`src/rtl/mtep_pkg.sv`:
```
// ----------------------------------------------------------------------------
// mtep_pkg
// Shared types and constants of the track event parser: parse phases, result
// kinds, error codes, status byte codes and the result record.
// ----------------------------------------------------------------------------
package mtep_pkg;

   localparam int MAX_VLQ_BYTES = 4;
   localparam int VLQ_W         = 28;
   localparam int VLQ_CNT_W     = 3;

   localparam logic [VLQ_CNT_W-1:0] VLQ_CNT_MAX = VLQ_CNT_W'(MAX_VLQ_BYTES);

   localparam logic [1:0] KIND_CHANNEL   = 2'd0;
   localparam logic [1:0] KIND_META_HDR  = 2'd1;
   localparam logic [1:0] KIND_META_DATA = 2'd2;
   localparam logic [1:0] KIND_ERROR     = 2'd3;

   localparam logic [1:0] ERR_NONE       = 2'd0;
   localparam logic [1:0] ERR_TOO_LONG   = 2'd1;
   localparam logic [1:0] ERR_BAD_STATUS = 2'd2;

   localparam logic [7:0] STATUS_META    = 8'hFF;
   localparam logic [7:0] STATUS_NONE    = 8'h00;
   localparam logic [3:0] NIBBLE_SYSTEM  = 4'hF;
   localparam logic [3:0] NIBBLE_PROGRAM = 4'hC;
   localparam logic [3:0] NIBBLE_PRESS   = 4'hD;

   localparam logic [1:0] COUNT_ONE      = 2'd1;
   localparam logic [1:0] COUNT_TWO      = 2'd2;

   typedef enum logic [6:0] {
      PH_DELTA  = 7'b000_0001,
      PH_STATUS = 7'b000_0010,
      PH_DATA1  = 7'b000_0100,
      PH_DATA2  = 7'b000_1000,
      PH_MTYPE  = 7'b001_0000,
      PH_MLEN   = 7'b010_0000,
      PH_MDATA  = 7'b100_0000
   } phase_type;

   typedef struct packed {
      logic [1:0]       kind;
      logic [VLQ_W-1:0] delta_time;
      logic [3:0]       status_nibble;
      logic [3:0]       channel;
      logic [7:0]       data_first;
      logic [7:0]       data_second;
      logic [1:0]       data_count;
      logic [7:0]       meta_type;
      logic [VLQ_W-1:0] meta_length;
      logic             last_of_event;
      logic [1:0]       error_code;
   } result_type;

endpackage

```
`src/rtl/mtep_core.sv`:
```
// ----------------------------------------------------------------------------
// mtep_core
// Parser state and one-byte step: variable-length quantities, status and
// running status, channel data bytes and meta events. Produces at most one
// result per byte.
// ----------------------------------------------------------------------------
module mtep_core
   import mtep_pkg::*;
(
   input  logic       clock,
   input  logic       reset,
   input  logic       step_en,
   input  logic [7:0] track_byte,
   input  logic       track_start,
   output logic       result_valid,
   output result_type result
);

   phase_type            phase_ff, phase_in, phase_cur;
   logic [VLQ_W-1:0]     vlq_acc_ff, vlq_acc_in, vlq_acc_cur;
   logic [VLQ_CNT_W-1:0] vlq_cnt_ff, vlq_cnt_in, vlq_cnt_cur;
   logic [VLQ_W-1:0]     held_delta_ff, held_delta_in, held_delta_cur;
   logic [7:0]           run_status_ff, run_status_in, run_status_cur;
   logic [7:0]           held_first_ff, held_first_in, held_first_cur;
   logic [7:0]           held_mtype_ff, held_mtype_in, held_mtype_cur;
   logic [VLQ_W-1:0]     meta_rem_ff, meta_rem_in, meta_rem_cur;

   logic [VLQ_W-1:0]     acc_next;
   logic [VLQ_CNT_W-1:0] cnt_next;
   logic                 vlq_done;
   logic                 vlq_over;
   logic                 one_byte_run;
   logic [VLQ_W-1:0]     rem_dec;

   always_comb begin
      phase_cur      = track_start ? PH_DELTA : phase_ff;
      vlq_acc_cur    = track_start ? '0 : vlq_acc_ff;
      vlq_cnt_cur    = track_start ? '0 : vlq_cnt_ff;
      held_delta_cur = track_start ? '0 : held_delta_ff;
      run_status_cur = track_start ? STATUS_NONE : run_status_ff;
      held_first_cur = track_start ? '0 : held_first_ff;
      held_mtype_cur = track_start ? '0 : held_mtype_ff;
      meta_rem_cur   = track_start ? '0 : meta_rem_ff;
   end

   assign acc_next     = {vlq_acc_cur[VLQ_W-8:0], track_byte[6:0]};
   assign cnt_next     = vlq_cnt_cur + VLQ_CNT_W'(1);
   assign vlq_done     = !track_byte[7];
   assign vlq_over     = track_byte[7] && (cnt_next >= VLQ_CNT_MAX);
   assign one_byte_run = (run_status_cur[7:4] == NIBBLE_PROGRAM)
                      || (run_status_cur[7:4] == NIBBLE_PRESS);
   assign rem_dec      = meta_rem_cur - VLQ_W'(1);

   always_comb begin
      phase_in      = phase_cur;
      vlq_acc_in    = vlq_acc_cur;
      vlq_cnt_in    = vlq_cnt_cur;
      held_delta_in = held_delta_cur;
      run_status_in = run_status_cur;
      held_first_in = held_first_cur;
      held_mtype_in = held_mtype_cur;
      meta_rem_in   = meta_rem_cur;
      result_valid  = 1'b0;
      result        = '0;

      case (phase_cur)
         PH_DELTA: begin
            vlq_acc_in = acc_next;
            vlq_cnt_in = cnt_next;
            if (vlq_done) begin
               held_delta_in = acc_next;
               vlq_acc_in    = '0;
               vlq_cnt_in    = '0;
               phase_in      = PH_STATUS;
            end else if (vlq_over) begin
               result_valid         = 1'b1;
               result.kind          = KIND_ERROR;
               result.last_of_event = 1'b1;
               result.error_code    = ERR_TOO_LONG;
               vlq_acc_in           = '0;
               vlq_cnt_in           = '0;
               phase_in             = PH_DELTA;
            end
         end
         PH_STATUS: begin
            if (track_byte[7]) begin
               if (track_byte == STATUS_META) begin
                  run_status_in = STATUS_NONE;
                  phase_in      = PH_MTYPE;
               end else if (track_byte[7:4] == NIBBLE_SYSTEM) begin
                  run_status_in        = STATUS_NONE;
                  result_valid         = 1'b1;
                  result.kind          = KIND_ERROR;
                  result.delta_time    = held_delta_cur;
                  result.last_of_event = 1'b1;
                  result.error_code    = ERR_BAD_STATUS;
                  vlq_acc_in           = '0;
                  vlq_cnt_in           = '0;
                  phase_in             = PH_DELTA;
               end else begin
                  run_status_in = track_byte;
                  phase_in      = PH_DATA1;
               end
            end else if (run_status_cur == STATUS_NONE) begin
               result_valid         = 1'b1;
               result.kind          = KIND_ERROR;
               result.delta_time    = held_delta_cur;
               result.last_of_event = 1'b1;
               result.error_code    = ERR_BAD_STATUS;
               vlq_acc_in           = '0;
               vlq_cnt_in           = '0;
               phase_in             = PH_DELTA;
            end else begin
               held_first_in = track_byte;
               if (one_byte_run) begin
                  result_valid         = 1'b1;
                  result.kind          = KIND_CHANNEL;
                  result.delta_time    = held_delta_cur;
                  result.status_nibble = run_status_cur[7:4];
                  result.channel       = run_status_cur[3:0];
                  result.data_first    = track_byte;
                  result.data_count    = COUNT_ONE;
                  result.last_of_event = 1'b1;
                  vlq_acc_in           = '0;
                  vlq_cnt_in           = '0;
                  phase_in             = PH_DELTA;
               end else begin
                  phase_in = PH_DATA2;
               end
            end
         end
         PH_DATA1: begin
            held_first_in = track_byte;
            if (one_byte_run) begin
               result_valid         = 1'b1;
               result.kind          = KIND_CHANNEL;
               result.delta_time    = held_delta_cur;
               result.status_nibble = run_status_cur[7:4];
               result.channel       = run_status_cur[3:0];
               result.data_first    = track_byte;
               result.data_count    = COUNT_ONE;
               result.last_of_event = 1'b1;
               vlq_acc_in           = '0;
               vlq_cnt_in           = '0;
               phase_in             = PH_DELTA;
            end else begin
               phase_in = PH_DATA2;
            end
         end
         PH_DATA2: begin
            result_valid         = 1'b1;
            result.kind          = KIND_CHANNEL;
            result.delta_time    = held_delta_cur;
            result.status_nibble = run_status_cur[7:4];
            result.channel       = run_status_cur[3:0];
            result.data_first    = held_first_cur;
            result.data_second   = track_byte;
            result.data_count    = COUNT_TWO;
            result.last_of_event = 1'b1;
            vlq_acc_in           = '0;
            vlq_cnt_in           = '0;
            phase_in             = PH_DELTA;
         end
         PH_MTYPE: begin
            held_mtype_in = track_byte;
            vlq_acc_in    = '0;
            vlq_cnt_in    = '0;
            phase_in      = PH_MLEN;
         end
         PH_MLEN: begin
            vlq_acc_in = acc_next;
            vlq_cnt_in = cnt_next;
            if (vlq_done) begin
               meta_rem_in          = acc_next;
               result_valid         = 1'b1;
               result.kind          = KIND_META_HDR;
               result.delta_time    = held_delta_cur;
               result.meta_type     = held_mtype_cur;
               result.meta_length   = acc_next;
               result.last_of_event = (acc_next == '0);
               vlq_acc_in           = '0;
               vlq_cnt_in           = '0;
               phase_in             = (acc_next == '0) ? PH_DELTA : PH_MDATA;
            end else if (vlq_over) begin
               result_valid         = 1'b1;
               result.kind          = KIND_ERROR;
               result.delta_time    = held_delta_cur;
               result.last_of_event = 1'b1;
               result.error_code    = ERR_TOO_LONG;
               vlq_acc_in           = '0;
               vlq_cnt_in           = '0;
               phase_in             = PH_DELTA;
            end
         end
         PH_MDATA: begin
            meta_rem_in       = rem_dec;
            result_valid      = 1'b1;
            result.kind       = KIND_META_DATA;
            result.delta_time = held_delta_cur;
            result.data_first = track_byte;
            result.meta_type  = held_mtype_cur;
            if (rem_dec == '0) begin
               result.last_of_event = 1'b1;
               vlq_acc_in           = '0;
               vlq_cnt_in           = '0;
               phase_in             = PH_DELTA;
            end
         end
         default: begin
            vlq_acc_in = '0;
            vlq_cnt_in = '0;
            phase_in   = PH_DELTA;
         end
      endcase
   end

   always_ff @(posedge clock) begin
      if (reset) begin
         phase_ff      <= PH_DELTA;
         vlq_acc_ff    <= '0;
         vlq_cnt_ff    <= '0;
         held_delta_ff <= '0;
         run_status_ff <= STATUS_NONE;
         held_first_ff <= '0;
         held_mtype_ff <= '0;
         meta_rem_ff   <= '0;
      end else if (step_en) begin
         phase_ff      <= phase_in;
         vlq_acc_ff    <= vlq_acc_in;
         vlq_cnt_ff    <= vlq_cnt_in;
         held_delta_ff <= held_delta_in;
         run_status_ff <= run_status_in;
         held_first_ff <= held_first_in;
         held_mtype_ff <= held_mtype_in;
         meta_rem_ff   <= meta_rem_in;
      end
   end

endmodule

```
`src/rtl/midi_track_event_parser.sv`:
```
// ----------------------------------------------------------------------------
// midi_track_event_parser
// Byte-serial parser for the body of a Standard MIDI File track chunk.
//
// req channel: one track byte per transaction; req_tuser marks the first
// byte of a track and clears running status and all parser state.
// rsp channel: zero or one result per input byte (channel event, meta
// header, meta payload byte or error); rsp_tlast marks the final result of
// an event and rsp_tuser carries the result kind.
// Path: a byte is registered in the input register on acceptance, then
// parsed into the result register, which drives rsp_tvalid.
// Throughput: one byte per cycle while no result is held or rsp_tready is
// high; the parser step updates the phase and quantity registers.
// Stall: while rsp_tready is low and a result is held, one more byte waits
// in the input register and req_tready drops; nothing is lost.
// Reset: synchronous, clears both registers' valid flags and returns the
// parser to expecting a delta time with no running status.
// ----------------------------------------------------------------------------
module midi_track_event_parser
   import mtep_pkg::*;
(
   input  logic        clock,
   input  logic        reset,
   input  logic        req_tvalid,
   output logic        req_tready,
   input  logic [7:0]  req_tdata,  // track_byte
   input  logic        req_tuser,  // track_start
   output logic        rsp_tvalid,
   input  logic        rsp_tready,
   // delta_time, status_nibble, channel, data_first, data_second,
   // data_count, meta_type, meta_length, error_code, zero pad
   output logic [95:0] rsp_tdata,
   output logic [1:0]  rsp_tuser,  // kind
   output logic        rsp_tlast   // last_of_event
);

   logic       in_valid_ff;
   logic [7:0] in_byte_ff;
   logic       in_start_ff;
   logic       out_valid_ff;
   result_type out_ff;
   logic       step;
   logic       res_valid;
   result_type res;

   assign step       = in_valid_ff && (!out_valid_ff || rsp_tready);
   assign req_tready = !in_valid_ff || step;

   mtep_core u_core (
      .clock        (clock),
      .reset        (reset),
      .step_en      (step),
      .track_byte   (in_byte_ff),
      .track_start  (in_start_ff),
      .result_valid (res_valid),
      .result       (res)
   );

   always_ff @(posedge clock) begin
      if (reset) begin
         in_valid_ff <= 1'b0;
      end else if (req_tready) begin
         in_valid_ff <= req_tvalid;
      end
   end

   always_ff @(posedge clock) begin
      if (req_tready && req_tvalid) begin
         in_byte_ff  <= req_tdata;
         in_start_ff <= req_tuser;
      end
   end

   always_ff @(posedge clock) begin
      if (reset) begin
         out_valid_ff <= 1'b0;
      end else if (step) begin
         out_valid_ff <= res_valid;
      end else if (rsp_tready) begin
         out_valid_ff <= 1'b0;
      end
   end

   always_ff @(posedge clock) begin
      if (step && res_valid) begin
         out_ff <= res;
      end
   end

   assign rsp_tvalid = out_valid_ff;
   assign rsp_tuser  = out_ff.kind;
   assign rsp_tlast  = out_ff.last_of_event;
   assign rsp_tdata  = {4'b0000,
                        out_ff.error_code,
                        out_ff.meta_length,
                        out_ff.meta_type,
                        out_ff.data_count,
                        out_ff.data_second,
                        out_ff.data_first,
                        out_ff.channel,
                        out_ff.status_nibble,
                        out_ff.delta_time};

   a_held_byte_kept: assert property (@(posedge clock) disable iff (reset)
      in_valid_ff && !step |=> in_valid_ff && $stable(in_byte_ff))
      else $error("input byte dropped while stalled");

   a_error_ends_event: assert property (@(posedge clock) disable iff (reset)
      rsp_tvalid && (rsp_tuser == KIND_ERROR) |-> rsp_tlast)
      else $error("error result without last mark");

   a_error_code_kind: assert property (@(posedge clock) disable iff (reset)
      rsp_tvalid |-> ((rsp_tuser == KIND_ERROR) == (out_ff.error_code != ERR_NONE)))
      else $error("error code does not match result kind");

   a_channel_count: assert property (@(posedge clock) disable iff (reset)
      rsp_tvalid && (rsp_tuser == KIND_CHANNEL)
         |-> (out_ff.data_count != 2'd0) && out_ff.status_nibble[3] && rsp_tlast)
      else $error("malformed channel event");

endmodule
```
`config.mk`:
```
export PLATFORM = sky130hd
export DESIGN_NAME = midi_track_event_parser
export DESIGN_NICKNAME = d
export VERILOG_FILES = /design/src/rtl/mtep_pkg.sv /design/src/rtl/mtep_core.sv /design/src/rtl/midi_track_event_parser.sv
export SDC_FILE = /design/constraint.sdc
export NUM_CORES = 1
export LEC_CHECK = 0
export BUFFER_PORTS_ARGS = -buffer_cell sky130_fd_sc_hd__buf_2
export CORE_MARGIN = 2
export CORE_UTILIZATION = 35
export DETAILED_ROUTE_END_ITERATION = 10
export PLACE_DENSITY = 0.55
export SYNTH_ARGS = -nofsm -noshare
export SYNTH_HDL_FRONTEND = slang
export SYNTH_SLANG_ARGS = --single-unit
```
`constraint.sdc`:
```
create_clock -name clock -period 6.2 [get_ports clock]
set_input_delay 0.31 -clock clock [delete_from_list [all_inputs] [get_ports clock]]
set_output_delay 0.31 -clock clock [all_outputs]
set_load 0.01 [all_outputs]
```
==> results.md, run 1 <==
- Endpoints failing setup: 0
- Post-CTS Setup Bufs: 0
- Initial antenna violation count: 0
- Met2 WL: 11.3 mm
- Synth top area share: 32.9%
- Ys flop type: dfxtp_1
- Routed vias/inst: 5.29
- IO Count: 114
- Setup TNS: 0 ns
- Hold_ws: 0.0472 ns
- Worst-Margin Slew: 0.959 ns
- Main area contributors after synthesis: edfxtp_1 33%, dfxtp_1 24%, nor2_1 4.8%, a22oi_1 4.3%, a21oi_1 3.7%
- Fin crit period: 3.80 ns
- DRC: 0
- Setup crit end kind: register
- Slack of the worst reg-to-reg path: 2.40 ns
- Cts hold-fix bufs: 9
- Die Ht: 169 µm
- Std cell rows: 60
- Die W: 169 µm
- Final Hold Violating Endpoints: 0
- Overall power: 3.02 mW
- Register share of total power: 50.7%
- Max-cap violations: 0
- Top sig layer: met4
- CTS root buf: clkbuf_16
- Clock buffer count from CTS: 22
- Largest net degree at the start of global routing: 64
- Worst setup SP type: register
- CTS HTree Levels: 1
- N_diodes: 0
- Register Area: 0.00539 mm²
- Longest Clk Path Bufs: 3
- CTS tree: yes
- Area leader, netlist: edfxtp_1
- Global-route wire length before repair: 39.8 mm
- Crit Path Max Fanout: 26
- Finished Core Util: 41.5%
- Synth-to-Final Area Change: 17.2%
- Distinct cells, synth: 69
- Dpl hpwl: 16.5 mm
- Number of global-route vias before repair: 6894
- Worst Path Class, Setup: register to register
- Drt first pass iters: 5
- Gr usage total: 17.5%
- Final instance area: 0.0111 mm²
- Syn Std Cell Area: 0.00950 mm²
- DRT iter0 DRCs: 684
- Sw frac: 22.8%
- Leakage: 3.83 nW
- Int Pwr: 2.33 mW
- Syn Inst Count: 920
- Syn_area_per_cell: 10.3 µm²
- Placed Area: 0.0103 mm²
- Worst min path class: input port to register
- M1 WL: 12.2 mm
- Core area: 0.0268 mm²
- Fill cells: 2539
- Total power divided by cell area: 271 mW/mm²
- Worst-case clock skew: 0.0131 ns
- CTS Sinks: 217
- Fin. max-slew vios: 0
- Power share of the clock group: 43.9%
- Async SR Flop Fraction: 0%
- Ys Warns: 0
- Post-CTS resize count: 0
- Die ar.: 0.0285 mm²
- Fmax: 0.263 GHz
- Drt wl/cell: 18.5 µm
- # nets final: 1029
- Port bufs: 109
- Final RePlAce weighted congestion: 0.864
- Via count: 7257
- DRT antenna net count: 0
- Sequential share of the synthesized area: 56.7%
- Post-synth EDFFs: 104
- Combinational share of power: 5.3%
- CP arrival: 4.16 ns
- Tcrit/Tclk final: 61.2%
- Clock slew seen by the registers of the worst setup and hold paths: 0.07 ns
- Worst slew margin: 35.6%
- Seq cells post-synth: 217
- Starting Density: 35.4%
- Share of cells above drive strength 1: 20.0%
- Routed wl met3: 1.53 mm
- Remaining Overflow, GRT: 0
- Status: complete, no violations
- VDD IR-drop max: 0.142 mV
- Clock Latency Late Sink: 0.51 ns
- Req. time, crit path: 6.56 ns
- Sw power: 688 µW
- Unrepaired setup endpoints after global routing: no
- Routed wire length: 25.4 mm
- Multi-input logic area: 0.00376 mm²
==> power groups by stage <==
stage	Combinational [mW]	Clock [mW]	Sequential, mW
floorplan	0.127	0	1.54
CTS	0.161	1.36	1.53
detailed placement	0.156	0	1.56
global placement	0.156	0	1.56
finish	0.161	1.33	1.53
global route	0.177	1.42	1.53
==> registers in the layout, indices dropped and copies added, names as in the netlist <==
signal and cells:
rsp_tdata 92, u_core.held_delta_ff 28, u_core.meta_rem_ff 28, u_core.vlq_acc_ff 21
in_byte_ff 8, u_core.held_first_ff 8, u_core.held_mtype_ff 8, u_core.run_status_ff 8
u_core.phase_ff 7, u_core.vlq_cnt_ff 3, rsp_tuser 2, in_start_ff 1
in_valid_ff 1, rsp_tlast 1, rsp_tvalid 1
==> critical path, cell delays in order, from the launching register on <==
cell and delay [ns]:
edfxtp_1 0.35, buf_4 0.28, clkinv_1 0.57, nand2_1 0.24
ha_1 0.16, nor4b_1 0.31, nand3_1 0.15, a2111oi_2 0.29
nand4b_1 0.15, nor4_2 0.30, a21oi_2 0.15, a211oi_4 0.17
buf_4 0.40, a211oi_2 0.12
==> placed cells by master, fill, tap and decap left out, drive strengths merged, types with 4 or more instances in the layout <==
cell / n
buf: 125
nor2: 122
dfxtp: 113
edfxtp: 104
a21oi: 72
a22oi: 55
nor2b: 52
o21ai: 50
nand2: 48
clkbuf: 31
and2: 25
nor3: 22
inv: 21
nor4: 18
nand3: 13
a211oi: 13
a2bb2oi: 10
o31ai: 10
dlygate4sd3: 9
a21o: 8
a22o: 8
nand4: 8
a32oi: 7
or3: 7
xnor2: 6
clkinv: 6
nand2b: 5
nor3b: 5
nand4b: 4
o22ai: 4
xor2: 4
conb: 4
or4: 4
a2111oi: 4
==> cell type report <==
class,count,share of cell area (%)
Clock buffer,31,5.53
Clock inverter,9,0.899
Inverter,22,0.764
Timing Repair Buffer,134,6.79
Multi-Input combinational cell,617,33.8
Sequential cell,217,48.4
Tap cell,341,3.83
==> cell families after synthesis <==
logic type	after synthesis	synth area share, %
buffers and inverters	89	4.08
other	1	0.0395
xor gates and xnor gates	10	0.922
DFF	217	56.7
and+or+nand+nor	345	19.3
AOI/OAI and AO/OA	256	18.7
adders and majority gates	2	0.263
==> layer usage <==
metal | GRT usage, % | vias to the layer above
met2 | 26.7 | 202
met1 | 26.3 | 3485
met4 | 3.56 | 0
met3 | 2.64 | 29
li1 | - | 3541
met5 | 0 | -
==> stage by stage <==
step	cells	worst slack (ns)
2_1_floorplan	923	1.73
3_3_place_gp	1322	2.52
3_5_place_dp	1322	2.41
4_1_cts	1371	2.40
5_1_grt	1371	2.05
6_report	1371	2.40
==> cell usage after synthesis, types with 20 or more instances <==
library cell and n:
nor2b_1 52, a21oi_1 70, nand2_1 48, clkbuf_1 53, nor3_1 20, inv_1 21
a22oi_1 55, edfxtp_1 104, o21ai_0 35, dfxtp_1 113, and2_1 25, nor2_1 122
==> worst paths after layout <==
kind	start	end	cells after the start
worst min-delay path	req_tvalid	in_valid_ff	3
worst max-delay path	in_start_ff	u_core.vlq_acc_ff[4]	13
worst max register to register	in_start_ff	u_core.vlq_acc_ff[4]	13
worst min register to register	u_core.vlq_cnt_ff[2]	u_core.vlq_cnt_ff[2]	2
Note: power is estimated with default switching activity, not from simulation.
==> run 2, diff against run 1 <==
- PLACE_DENSITY: 0.55 -> 0.56
- clock period: 6.2 -> 3.1 ns (I/O delays scaled with it)
==> results.md, run 2 (synthesized netlist as in run 1, its figures left out) <==
- Clock buffer count from CTS: 23 (was 22)
- Drt wl/cell: 18.7 µm (was 18.5 µm)
- Leakage: 4.10 nW (was 3.83 nW)
- Gr usage total: 18.4% (was 17.5%)
- Setup TNS: 0 ns (unchanged)
- Largest net degree at the start of global routing: 57 (was 64)
- Fin. max-slew vios: 0 (unchanged)
- Via count: 7588 (was 7257)
- Req. time, crit path: 3.49 ns (was 6.56 ns)
- Port bufs: 109 (unchanged)
- Std cell rows: 60 (unchanged)
- Slack of the worst reg-to-reg path: 0.27 ns (was 2.40 ns)
- Endpoints failing setup: 0 (unchanged)
- Largest register FFs: 92 (unchanged)
- Overall power: 6.27 mW (was 3.02 mW)
- DRC: 0 (unchanged)
- DRT iter0 DRCs: 643 (was 684)
- Worst-Margin Slew: 1.21 ns (was 0.959 ns)
- IO Count: 114 (unchanged)
- Total power divided by cell area: 540 mW/mm² (was 271 mW/mm²)
- DRT antenna net count: 0 (unchanged)
- Routed vias/inst: 5.36 (was 5.29)
- Crit Path Max Fanout: 24 (was 26)
- Global-route wire length before repair: 41.8 mm (was 39.8 mm)
- # nets final: 1072 (was 1029)
- Dpl hpwl: 17.8 mm (was 16.5 mm)
- WP buf/inv: 2 (was 3)
- Initial antenna violation count: 0 (unchanged)
- CTS tree: yes (unchanged)
- Share of cells above drive strength 1: 24.0% (was 20.0%)
- Fmax: 0.353 GHz (was 0.263 GHz)
- Hold_ws: 0.0209 ns (was 0.0472 ns)
- Status: complete, no violations (unchanged)
- Cell count along the critical path: 10 (was 13)
- Worst R2R Path Depth: 10 (was 13)
- Fin crit period: 2.83 ns (was 3.80 ns)
- CTS HTree Levels: 1 (unchanged)
- N_diodes: 0 (unchanged)
- Die Ht: 169 µm (unchanged)
- Worst min path class: input port to register (unchanged)
- Worst setup SP type: register (unchanged)
- Post-CTS Setup Bufs: 0 (unchanged)
- Clock slew seen by the registers of the worst setup and hold paths: 0.06 ns (was 0.07 ns)
- Drt first pass iters: 7 (was 5)
- Final RePlAce weighted congestion: 0.896 (was 0.864)
- Number of global-route vias before repair: 7309 (was 6894)
- Die ar.: 0.0285 mm² (unchanged)
- Slowest stage delay, CP: 0.48 ns (was 0.57 ns)
- VDD IR-drop max: 0.287 mV (was 0.142 mV)
- Synth-to-Final Area Change: 22.2% (was 17.2%)
- CP arrival: 3.22 ns (was 4.16 ns)
- Core area: 0.0268 mm² (unchanged)
- Final instance area: 0.0116 mm² (was 0.0111 mm²)
- Commonest non-fill, non-tap cell in the layout: nor2_1 (unchanged)
- Commonest cells after routing, fill and taps aside: 121 x nor2_1, 113 x dfxtp_1, 109 x buf_2 (was 122 x nor2_1, 113 x dfxtp_1, 109 x buf_2)
- Worst Path Class, Setup: register to register (unchanged)
- Longest Clk Path Bufs: 3 (unchanged)
- Die W: 169 µm (unchanged)
- Worst path top cell family by delay: compound AO/OA/AOI/OAI gates (was buffers and inverters)
- Placed Area: 0.0107 mm² (was 0.0103 mm²)
- Remaining Overflow, GRT: 0 (unchanged)
- Final Hold Violating Endpoints: 0 (unchanged)
- CP cell instances: nor4_4 -> nand4_2 -> buf_4 -> o31ai_1 -> nand3_1 -> a2111oi_2 -> a21oi_2 -> a211oi_4 -> buf_12 -> a211oi_2 (was buf_4 -> clkinv_1 -> nand2_1 -> ha_1 -> nor4b_1 -> nand3_1 -> a2111oi_2 -> nand4b_1 -> nor4_2 -> a21oi_2 -> a211oi_4 -> buf_4 -> a211oi_2)
- Worst slew margin: 18.8% (was 35.6%)
- Routed wire length: 26.4 mm (was 25.4 mm)
- Clock Latency Late Sink: 0.53 ns (was 0.51 ns)
- Critical-path top delay cell: nor4_4 (was clkinv_1)
- Unrepaired setup endpoints after global routing: no (unchanged)
- Worst-case clock skew: 0.0258 ns (was 0.0131 ns)
- CTS Sinks: 217 (unchanged)
- Tcrit/Tclk final: 91.4% (was 61.2%)
- Max-cap violations: 0 (unchanged)
- Starting Density: 35.4% (unchanged)
- CTS root buf: clkbuf_16 (unchanged)
- Hold depth: 3 (unchanged)
- Setup crit end kind: register (unchanged)
-- run 2: cell types whose count changed in the layout (fill, tap and decap cells not counted), moves of 2 or more --
cell / change
buf_12: +4
clkbuf_1: -6
clkinv_4: +2
clkinv_2: +4
buf_4: +35
clkbuf_16: +2
dlygate4sd3_1: +3
-- run 2: path summary, 6_finish.rpt --
check                        startpoint                    to
setup / recovery  u_core.meta_rem_ff[0]  u_core.vlq_acc_ff[8]
hold / removal               rsp_tready            rsp_tvalid
setup reg to reg  u_core.meta_rem_ff[0]  u_core.vlq_acc_ff[8]
hold reg to reg    u_core.vlq_cnt_ff[2]  u_core.vlq_cnt_ff[2]
-- run 2: timing repair --
| action | in CTS | in global routing |
|---|---|---|
| gates resized for setup | 0 | 3 |
| hold buffers | 12 | 0 |
| endpoints found under the setup margin | 0 | 10 |
| hold endpoints to repair | 14 | 0 |
-- run 2: per-layer routing --
metal / part of all wire (%) / up-vias / track usage [%] / wire length (µm)
li1: - / 3629 / - / -
met1: 46 / 3667 / 25.7 / 12200
met2: 46 / 253 / 29.5 / 12100
met3: 5.9 / 39 / 2.97 / 1560
met4: 2.2 / 0 / 5.51 / 574
met5: 0 / - / 0 / 0
-- run 2: report_power, final --
group          total [mW]  leakage (nW)  internal, mW  switching [mW]
Clock                2.83         0.393          1.66            1.17
Sequential           3.03          1.78          3.00          0.0231
Combinational       0.412          1.93         0.141           0.271
-- run 2: area by class of cell --
cell class,count,area [µm²]
Sequential cell,217,5390
Multi-Input combinational cell,617,3800
Timing Repair Buffer,176,1130
Fill cell,2552,15200
Clock inverter,15,139
Inverter,22,86.3
Tap cell,341,427
Clock buffer,27,643
-- run 2: worst register-to-register path, cell delays in order (launching register included) --
cell and delay (ns):
dfxtp_1 0.38, nor4_4 0.48, nand4_2 0.14, buf_4 0.22, o31ai_1 0.22, nand3_1 0.17, a2111oi_2 0.38, a21oi_2 0.16
a211oi_4 0.22, buf_12 0.24, a211oi_2 0.10
-- run 2: metrics by stage --
stage / setup WS, ns / cells / utilization, %
finish: 0.266 / 1415 / 43.3
global route: 0.0818 / 1415 / 43.3
CTS: 0.235 / 1415 / 43.3
detailed placement: 0.281 / 1361 / 39.9
global placement: 0.323 / 1361 / 39.9
floorplan: -0.559 / 923 / -
==> run 3, diff against run 2 <==
- SYNTH_HIERARCHICAL: not set -> 1
- TNS_END_PERCENT: not set -> 30
==> results.md, run 3 <==
- Status: complete, no violations (unchanged)
- WP buf/inv: 1 (was 2)
- Clock buffer count from CTS: 24 (was 23)
- CTS root buf: clkbuf_16 (unchanged)
- Drt wl/cell: 18.8 µm (was 18.7 µm)
- Dpl hpwl: 18.5 mm (was 17.8 mm)
- Ys flop type: dfxtp_1 (unchanged)
- Synth-to-Final Area Change: 23.3% (was 22.2%)
- Async SR Flop Fraction: 0% (unchanged)
- Pre-CTS setup slack: 0.102 ns (was 0.281 ns)
- CTS Sinks: 217 (unchanged)
- Routed wire length: 27.6 mm (was 26.4 mm)
- Worst setup path startpoint: u_core/meta_rem_ff[4] (was u_core.meta_rem_ff[0])
- DRT iter0 DRCs: 583 (was 643)
- Endpoints failing setup: 0 (unchanged)
- Leakage: 4.33 nW (was 4.10 nW)
- Hold_ws: 0.266 ns (was 0.0209 ns)
- Largest net degree at the start of global routing: 90 (was 57)
- Max-cap violations: 0 (unchanged)
- Int Pwr: 4.91 mW (was 4.81 mW)
- Launch point of the worst reg-to-reg path: u_core/meta_rem_ff[4] (was u_core.meta_rem_ff[0])
- Std cell rows: 60 (unchanged)
- Total power divided by cell area: 534 mW/mm² (was 540 mW/mm²)
- Hold Crit Start: reset (was rsp_tready)
- Remaining Overflow, GRT: 0 (unchanged)
- Die W: 170 µm (was 169 µm)
- Die ar.: 0.0290 mm² (was 0.0285 mm²)
- Commonest non-fill, non-tap cell in the layout: nor2_1 (unchanged)
- Sw frac: 23.1% (was 23.4%)
- Unrepaired setup endpoints after global routing: no (unchanged)
- Sequential share of the synthesized area: 55.5% (was 56.7%)
- Routed vias/inst: 5.30 (was 5.36)
- Post-synth EDFFs: 104 (unchanged)
- Port bufs: 109 (unchanged)
- Most frequent cell after synthesis: nor2_1 (unchanged)
- Synth top area share: 32.2% (was 32.9%)
- Fin crit period: 2.92 ns (was 2.83 ns)
- Worst Path Class, Setup: register to register (unchanged)
- CP arrival: 3.33 ns (was 3.22 ns)
- Req. time, crit path: 3.51 ns (was 3.49 ns)
- IO Count: 114 (unchanged)
- Initial antenna violation count: 1 (was 0)
- Gr usage total: 18.6% (was 18.4%)
- Syn Inst Count: 935 (was 920)
- Crit Path Max Fanout: 15 (was 24)
- Setup crit end kind: register (unchanged)
- Area leader, netlist: edfxtp_1 (unchanged)
- Final non-filler cell total: 1469 (was 1415)
- Worst setup SP type: register (unchanged)
- Seq cells post-synth: 217 (unchanged)
- Ys Warns: 6 (was 0)
- Sw power: 1.47 mW (was 1.46 mW)
- Global-route wire length before repair: 42.3 mm (was 41.8 mm)
- Longest Clk Path Bufs: 3 (unchanged)
- Final Hold Violating Endpoints: 0 (unchanged)
- Number of global-route vias before repair: 7363 (was 7309)
- Clock Latency Late Sink: 0.53 ns (about the same)
- Worst slew margin: 31.7% (was 18.8%)
- Combinational share of power: 7.2% (was 6.6%)
- Fill cells: 2574 (was 2552)
- # nets final: 1094 (was 1072)
- Via count: 7792 (was 7588)
- Worst-case clock skew: 0.0195 ns (was 0.0258 ns)
- DRT antenna net count: 0 (unchanged)
- Largest register FFs: 92 (unchanged)
- DRC: 0 (unchanged)
- Drt first pass iters: 5 (was 7)
- Slowest stage delay, CP: 0.52 ns (was 0.48 ns)
- Worst path top cell family by delay: simple AND/OR/NAND/NOR gates (was compound AO/OA/AOI/OAI gates)
- Tcrit/Tclk final: 94.0% (was 91.4%)
- Main area contributors after synthesis: edfxtp_1 32%, dfxtp_1 23%, nor2_1 4.4%, a22oi_1 3.8%, nor2b_1 3.2% (was edfxtp_1 33%, dfxtp_1 24%, nor2_1 4.8%, a22oi_1 4.3%, a21oi_1 3.7%)
- Syn_area_per_cell: 10.4 µm² (was 10.3 µm²)
- CTS HTree Levels: 1 (unchanged)
- Clock slew seen by the registers of the worst setup and hold paths: 0.06 ns (about the same)
- Die Ht: 170 µm (was 169 µm)
- Dpl cells: 1411 (was 1361)
- Final RePlAce weighted congestion: 0.954 (was 0.896)
- Worst-Margin Slew: 1.02 ns (was 1.21 ns)
- CTS tree: yes (unchanged)
- Distinct cells, synth: 72 (was 69)
- Synth top cells by count: 114 x nor2_1, 113 x dfxtp_1, 104 x edfxtp_1 (was 122 x nor2_1, 113 x dfxtp_1, 104 x edfxtp_1)
- CP cell instances: nor4_4 -> buf_12 -> nand3_2 -> or4_4 -> xnor2_1 -> nor4_2 -> and4_4 -> o211ai_4 -> a32o_2 (was nor4_4 -> nand4_2 -> buf_4 -> o31ai_1 -> nand3_1 -> a2111oi_2 -> a21oi_2 -> a211oi_4 -> buf_12 -> a211oi_2)
- Setup slack after layout: 0.185 ns (was 0.266 ns)
- Fmax: 0.343 GHz (was 0.353 GHz)
- VDD IR-drop max: 0.397 mV (was 0.287 mV)
- Syn Std Cell Area: 0.00970 mm² (was 0.00950 mm²)
- Core area: 0.0271 mm² (was 0.0268 mm²)
- Share of cells above drive strength 1: 25.5% (was 24.0%)
- Critical-path top delay cell: or4_4 (was nor4_4)
- Worst min path class: input port to register (unchanged)
- Fin. max-slew vios: 0 (unchanged)
- Register share of total power: 47.6% (was 48.3%)
- Power share of the clock group: 45.2% (was 45.1%)
- Starting Density: 35.8% (was 35.4%)
- Commonest cells after routing, fill and taps aside: 114 x nor2_1, 113 x dfxtp_1, 109 x buf_2 (was 121 x nor2_1, 113 x dfxtp_1, 109 x buf_2)
[run 3: changes by cell type after synthesis, sizes merged, moves of 7 or more]
cell	change
a32o	+23
a21oi	-15
and2	+14
a2bb2oi	-9
inv	-8
nor2	-8
o21ai	-8
a311oi	+7
buf	+7
[run 3: kinds of logic (layout without fill, tap and decap cells)]
kind of cell	after synthesis	count (layout)	share of synthesized area (%)
other	1	5	0.0387
AO/OA/AOI/OAI	237	238	17.3
multiplexers	2	2	0.219
buffers and inverters	94	251	4.76
XOR/XNOR	11	11	0.994
AND/OR/NAND/NOR	370	370	20.7
flip-flops	217	217	55.5
adder cells (fa/ha/maj)	3	3	0.387
[run 3: layout make-up]
cell class	count	area (µm²)	share of cell area, %
antenna	1	2.50	0.0209
clock buffer	38	739	6.19
clock inverter	6	76.3	0.639
inverter	15	56.3	0.471
multi-input combinational	628	3960	33.2
sequential	217	5390	45.1
tap	372	465	3.89
timing repair buffer	192	1260	10.6
[run 3: stage by stage]
step,area (µm²),TNS (ns),power (mW),util (%)
global route,11900,0,6.59,44.1
CTS,11900,0,6.43,43.9
global placement,11000,0,3.54,40.4
detailed placement,11000,0,3.54,40.4
floorplan,9760,-65.69,3.39,-
finish,12000,0,6.39,44.1
[run 3: power groups by stage]
| stage | clock, mW | combinational [mW] | sequential, mW |
|---|---|---|---|
| final | 2.89 | 0.457 | 3.04 |
| after CTS | 2.95 | 0.447 | 3.04 |
| after global routing | 3.05 | 0.498 | 3.04 |
| after floorplan | 0 | 0.301 | 3.09 |
| after detailed placement | 0 | 0.433 | 3.10 |
| after global placement | 0 | 0.436 | 3.10 |
[run 3: worst register-to-register path, delay by kind of cell, from the launching register on]
family	cells	cell delay (ns)
AO/OA/AOI/OAI	2	0.52
XOR/XNOR	1	0.17
buffers and inverters	1	0.19
flip-flops	1	0.39
AND/OR/NAND/NOR	5	1.55
[run 3: path summary, 6_finish.rpt]
kind                                   to  slack [ns]  cells after the start
setup / recovery     u_core/vlq_cnt_ff[1]        0.18                      9
hold reg to reg   u_core/held_mtype_ff[4]        0.49                      2
setup reg to reg     u_core/vlq_cnt_ff[1]        0.18                      9
hold / removal       u_core/vlq_cnt_ff[2]        0.27                      4
[run 3: per-layer routing]
metal	share of wire, %	GRT usage (%)	vias to the layer above
met5	0	0	-
met4	2.6	6.09	0
met3	5.7	3.30	55
met2	46	30.2	247
met1	45	25.3	3777
li1	-	-	3713
[run 3: repair_timing]
| item | 4_1_cts | 5_1_grt |
|---|---|---|
| gates resized for setup | 0 | 7 |
| hold buffers | 12 | 0 |
| setup buffers | 0 | 0 |
| endpoints found under the hold margin | 11 | 0 |
| setup endpoints to repair | 0 | 42 |
